===== src/hdl/fedf_pkg.sv =====
// Shared types and constants for the evicting duplicate filter.
`default_nettype none
package fedf_pkg;

	// Full message hash width and the width of the count fields
	localparam int KEY_W   = 256;
	localparam int FIELD_W = 7;

	// Reset value of the cache limit register
	localparam logic [FIELD_W-1:0] CACHE_LIMIT_RESET = 7'd64;

	typedef logic [KEY_W-1:0] key_t;

	typedef enum logic {
		OP_CHECK = 1'b0,
		OP_PRUNE = 1'b1
	} opcode_t;

endpackage
`default_nettype wire


===== src/hdl/fedf_ring_ctrl.sv =====
// Ring pointer and count update for insert, duplicate and prune transactions.
`default_nettype none
module fedf_ring_ctrl #(
	parameter int STORE_DEPTH = 64
) (
	input  wire                                   clk,
	input  wire                                   arst_n,
	input  wire                                   item_valid,
	input  wire fedf_pkg::opcode_t                opcode,
	input  wire                                   hit,
	input  wire  [fedf_pkg::FIELD_W-1:0]          prune_target,
	input  wire  [fedf_pkg::FIELD_W-1:0]          cache_limit,
	output logic [STORE_DEPTH-1:0]                held,
	output logic                                  wr_en,
	output logic [$clog2(STORE_DEPTH)-1:0]        wr_slot,
	output logic [$clog2(STORE_DEPTH+1)-1:0]      count_next
);
	import fedf_pkg::*;

	localparam int IW = $clog2(STORE_DEPTH);
	localparam int CW = $clog2(STORE_DEPTH + 1);
	localparam int MW = (CW > FIELD_W) ? CW : FIELD_W;
	localparam logic [CW:0]   DEPTH_W = (CW+1)'(STORE_DEPTH);
	localparam logic [CW-1:0] DEPTH_C = CW'(STORE_DEPTH);

	logic [IW-1:0] oldest_q;
	logic [CW-1:0] count_q;
	logic [IW-1:0] oldest_next;

	logic          full;
	logic [CW:0]   wsum;
	logic [IW-1:0] oldest_ins1;
	logic [CW-1:0] count_ins2;
	logic [CW-1:0] limit_eff;
	logic [CW-1:0] evict_ins;
	logic [CW:0]   osum_ins;
	logic [CW-1:0] evict_prn;
	logic [CW:0]   osum_prn;
	logic          prune_hit;

	// Mark slots inside the held window of the ring
	for (genvar i = 0; i < STORE_DEPTH; i++) begin : g_held
		logic [IW:0] slot_ofs;
		always_comb begin
			if ((IW+1)'(i) >= (IW+1)'(oldest_q)) begin
				slot_ofs = (IW+1)'(i) - (IW+1)'(oldest_q);
			end else begin
				slot_ofs = (IW+1)'(i) + (IW+1)'(STORE_DEPTH) - (IW+1)'(oldest_q);
			end
			held[i] = (CW+1)'(slot_ofs) < (CW+1)'(count_q);
		end
	end

	// Clamp the limit at the store depth
	always_comb begin
		if (MW'(cache_limit) > MW'(STORE_DEPTH)) begin
			limit_eff = DEPTH_C;
		end else begin
			limit_eff = CW'(cache_limit);
		end
	end

	// Insert path: append at the slot after the newest, then evict down to the limit
	always_comb begin
		full = (count_q == DEPTH_C);
		wsum = (CW+1)'(oldest_q) + (CW+1)'(count_q);
		if (wsum >= DEPTH_W) begin
			wsum = wsum - DEPTH_W;
		end
		if (!full) begin
			oldest_ins1 = oldest_q;
			count_ins2  = count_q + 1'b1;
		end else begin
			oldest_ins1 = (oldest_q == IW'(STORE_DEPTH - 1)) ? '0 : oldest_q + 1'b1;
			count_ins2  = DEPTH_C;
		end
		evict_ins = (count_ins2 > limit_eff) ? count_ins2 - limit_eff : '0;
		osum_ins  = (CW+1)'(oldest_ins1) + (CW+1)'(evict_ins);
		if (osum_ins >= DEPTH_W) begin
			osum_ins = osum_ins - DEPTH_W;
		end
	end

	// Prune path: drop oldest entries down to the target
	always_comb begin
		prune_hit = MW'(count_q) > MW'(prune_target);
		evict_prn = prune_hit ? count_q - CW'(prune_target) : '0;
		osum_prn  = (CW+1)'(oldest_q) + (CW+1)'(evict_prn);
		if (osum_prn >= DEPTH_W) begin
			osum_prn = osum_prn - DEPTH_W;
		end
	end

	// Select the next ring state
	always_comb begin
		wr_en       = 1'b0;
		wr_slot     = IW'(wsum);
		oldest_next = oldest_q;
		count_next  = count_q;
		if (item_valid) begin
			case (opcode)
				OP_CHECK: begin
					if (!hit) begin
						wr_en       = 1'b1;
						oldest_next = IW'(osum_ins);
						count_next  = (count_ins2 > limit_eff) ? limit_eff : count_ins2;
					end
				end
				OP_PRUNE: begin
					if (prune_hit) begin
						oldest_next = IW'(osum_prn);
						count_next  = CW'(prune_target);
					end
				end
				default: begin
					oldest_next = oldest_q;
				end
			endcase
		end
	end

	// Hold ring state
	always_ff @(posedge clk or negedge arst_n) begin
		if (!arst_n) begin
			oldest_q <= '0;
			count_q  <= '0;
		end else begin
			oldest_q <= oldest_next;
			count_q  <= count_next;
		end
	end

`ifndef SYNTHESIS
	a_count_bound: assert property (@(posedge clk) disable iff (!arst_n)
		count_q <= DEPTH_C)
		else $error("held count above store depth");

	a_oldest_bound: assert property (@(posedge clk) disable iff (!arst_n)
		(CW+1)'(oldest_q) < DEPTH_W)
		else $error("oldest slot out of range");

	a_dup_stable: assert property (@(posedge clk) disable iff (!arst_n)
		item_valid && opcode == OP_CHECK && hit |=> $stable(count_q) && $stable(oldest_q))
		else $error("duplicate transaction changed the ring");

	a_insert_limit: assert property (@(posedge clk) disable iff (!arst_n)
		item_valid && opcode == OP_CHECK && !hit |=> count_q == $past(count_next) &&
			count_q <= $past(limit_eff) &&
			(CW+1)'(count_q) <= (CW+1)'($past(count_q)) + 1'b1)
		else $error("insert left count above limit");

	a_prune_target: assert property (@(posedge clk) disable iff (!arst_n)
		item_valid && opcode == OP_PRUNE |=> MW'(count_q) <= MW'($past(prune_target)) ||
			count_q == $past(count_q))
		else $error("prune left count above target");
`endif

endmodule
`default_nettype wire


===== config.mk =====
export PLATFORM = sky130hd
export DESIGN_NAME = fedf_ring_ctrl
export DESIGN_NICKNAME = d
export VERILOG_FILES = /design/src/hdl/fedf_pkg.sv /design/src/hdl/fedf_ring_ctrl.sv
export SDC_FILE = /design/constraint.sdc
export NUM_CORES = 1
export LEC_CHECK = 0
export BUFFER_PORTS_ARGS = -buffer_cell sky130_fd_sc_hd__clkbuf_2
export CAP_MARGIN = 0
export CORE_MARGIN = 2
export CORE_UTILIZATION = 40
export CTS_BUF_LIST = sky130_fd_sc_hd__clkbuf_2 sky130_fd_sc_hd__clkbuf_4 sky130_fd_sc_hd__clkbuf_8
export CTS_CLUSTER_SIZE = 8
export DETAILED_ROUTE_END_ITERATION = 8
export SLEW_MARGIN = 20
export SYNTH_ARGS = -nofsm -noshare
export SYNTH_HDL_FRONTEND = slang
export SYNTH_SLANG_ARGS = --single-unit

===== constraint.sdc =====
create_clock -name clk -period 5.5 [get_ports clk]
set_clock_uncertainty 0.2 [all_clocks]
set_input_delay 0.55 -clock clk [delete_from_list [all_inputs] [get_ports clk]]
set_output_delay 0.55 -clock clk [all_outputs]
set_load 0.005 [all_outputs]

==> reports/results.ini <==
[cells_and_area]
number_of_nets_in_the_final_layout = 1689
layout-drive-gt1-share_pct = 13.0
filler_cell_count = 2465
area_delta_synth_final_pct = 9.51
post-route-cell-area_mm2 = 0.0106
antennaDiodeCount = 0

[global_route]
antenna_found_initial = 0
grt_first_pass_wirelength_mm = 49.7
globalRouteTotalUtil_pct = 23.8
grt_overflow = 0
grt_pass1_vias = 9228
grt_max_degree = 52

[synthesis]
synth_fp_nets = 1617
yosysMostFrequentCell = sky130_fd_sc_hd__ha_1
synth_largest_area_cell = sky130_fd_sc_hd__ha_1
ys_ff_latch = 13
post_synthesis_instance_area_mm2 = 0.00967
async_flop_share_pct = 100
yosysWarningCount = 0
number_of_flops_mapped_to_enable_cells_by_yosys = 0
post_synthesis_average_cell_area_um2 = 7.29
area_fraction_of_the_dominant_cell_type_after_synthesis_pct = 34.5
synth_sequential_area_ratio_pct = 3.36
synth.area.top_cells = sky130_fd_sc_hd__ha_1 35%, sky130_fd_sc_hd__xnor2_1 8.0%, sky130_fd_sc_hd__a21oi_1 6.9%, sky130_fd_sc_hd__inv_1 5.0%, sky130_fd_sc_hd__nand2_1 5.0%
most_frequently_used_flop_master_after_synthesis = sky130_fd_sc_hd__dfrtp_1
postSynthCellCount = 1326
synth.top_cells.by_count = 267 x sky130_fd_sc_hd__ha_1, 133 x sky130_fd_sc_hd__a21oi_1, 129 x sky130_fd_sc_hd__inv_1
synthDistinctLibCells = 67

[detailed_routing]
wl_per_cell_um = 18.3
drt_wl_total_mm = 31.4
via_density_per_instance = 5.72
drc = 0
routed-via-count = 9812
antenna_left = 0
dr.first_iter.drc_count = 751
firstDrtPassIters = 6

[sta]
layout_worst_path_cycle_share_pct = 83.6
worst_pin_slew_ps = 993
setup_viol = 0
worst_hold_slack_ps = -10.1
period_needed_ps = 4600
unrepaired_setup_endpoints_after_global_routing = no
totalNegativeSetupSlack_ps = 0
max_clock_freq_ghz = 0.217
hold_vio_cnt_final = 13
slew_margin_rel_pct = 33.8
pins_over_slew_limit = 0

[outcome]
run_status = complete, but fails checks
violations = hold timing

[floorplan]
design.portCount = 97
floorplan.die_area_mm2 = 0.0254
die_width_um = 159
core_region_area_mm2 = 0.0236
floorplan.initialDensity_pct = 41.0
die_h_um = 159
floorplan.rows = 56

[clock_tree]
numClockSinks = 13
post_cts.resized_instances = 0
ctsHoldBuffers = 0
cts_post_setup_buffers_inserted = 0
cts_root_buffer = sky130_fd_sc_hd__clkbuf_8
cts-root-to-sink-buffers = 2
num_cts_buffers = 3
cts_max_level = 1
cts_tree = built
clkSlewWorstSetupHoldPaths_ps = 60
clock_latency_of_the_later_clocked_register_in_the_worst_skew_pair_ps = 250

[place]
half_perimeter_wire_length_of_the_detailed_placement_result_mm = 24.0
gp_routability_congestion = 0.998
place_area_mm2 = 0.0105
port-buffer-count = 96

[critical_path]
slowest_delay_ps = 490
setup.worst_path.start_class = register
critical_path_arrival_ps = 4530
critical_path.cell_chain = inv_1 -> ha_1 -> nand2_1 -> nor2_1 -> nor2_1 -> ha_1 -> nor2_1 -> a211oi_1 -> o31a_1 -> and2_1 -> ha_1 -> a211oi_1 -> o21bai_1 -> a21oi_1 -> xnor2_1 -> mux2i_1 -> nand3_1
crit_fanout = 10
critPathRequiredTime_ps = 5420
slowest_stage_cell_cp = sky130_fd_sc_hd__dfrtp_1
setup.worst_path.class = reg2reg
end_kind = register
crit_family = compound AO/OA/AOI/OAI gates
worstPathBufferInverterCount = 1

[min_path]
worst_hold_path_type = in2async

[run]
drv_cap = 0

## layer usage
layer  share of wire (%)  up-vias  global-route usage (%)
li1                    -     4855                       -
met5                   0        -                       0
met2                  45      357                    39.6
met3                 6.0       70                    2.40
met1                  45     4530                    32.4
met4                 3.5        0                    7.56
## sequential cells by signal, summed over array words and instances (netlist names)
register  flops
oldest_q      6
count_q       7
## cells in the final DEF (no fill, tap or decap), drive strengths merged, types with 17 or more instances in the layout
cell type	netlist	routed
buf	11	25
a21o	26	26
clkbuf	43	100
o22ai	29	29
ha	267	267
nand3	27	27
nand2	128	128
a21boi	38	38
inv	130	130
a21oi	134	134
nor2	68	68
xor2	17	17
a211oi	25	25
o21a	25	25
or2	35	35
o21ai	76	76
xnor2	88	88
## cell type report
class | instances | area, um^2 | share of cell area, %
clock buffer | 4 | 48.8 | 0.461
sequential | 13 | 328 | 3.10
multi-input combinational | 1126 | 8630 | 81.5
tap | 319 | 399 | 3.77
inverter | 133 | 499 | 4.71
timing repair buffer | 121 | 681 | 6.43
## per-stage QoR
stage                     hold WS, ps  util, %  instances  setup WS, ps
after detailed placement          281     44.6       1712           914
after global routing             18.3     44.8       1716           458
final                           -10.1     44.8       1716           900
after global placement            272     44.6       1712          1070
after floorplan                  54.4        -       1326          1480
after CTS                        8.36     44.8       1716           899
## cell families (layout without fill, tap and decap cells)
| family | after synthesis | count (layout) | synth area share [%] |
|---|---|---|---|
| compound gates | 431 | 431 | 28.5 |
| xor+xnor | 105 | 105 | 9.51 |
| fa+ha+maj | 272 | 272 | 35.6 |
| simple gates | 307 | 307 | 14.6 |
| buf+inv | 187 | 258 | 7.35 |
| flops | 13 | 13 | 3.36 |
| mux | 10 | 10 | 1.10 |
| other cells | 1 | 1 | 0.0388 |
## final timing paths
kind / start / to / slack (ps) / depth (start not counted)
setup / recovery: count_q[1] / oldest_q[5] / 900 / 17
hold / removal: arst_n / count_q[2] / -10 / 1
setup reg to reg: count_q[1] / oldest_q[5] / 900 / 17
hold reg to reg: oldest_q[0] / oldest_q[0] / 490 / 3
max in group asynchronous: arst_n / oldest_q[4] / 4830 / 1
min in group clk: prune_target[3] / count_q[3] / 390 / 2
Power is not shown: default switching activity piles up to over one toggle a cycle in this logic, so the estimate is an artifact.
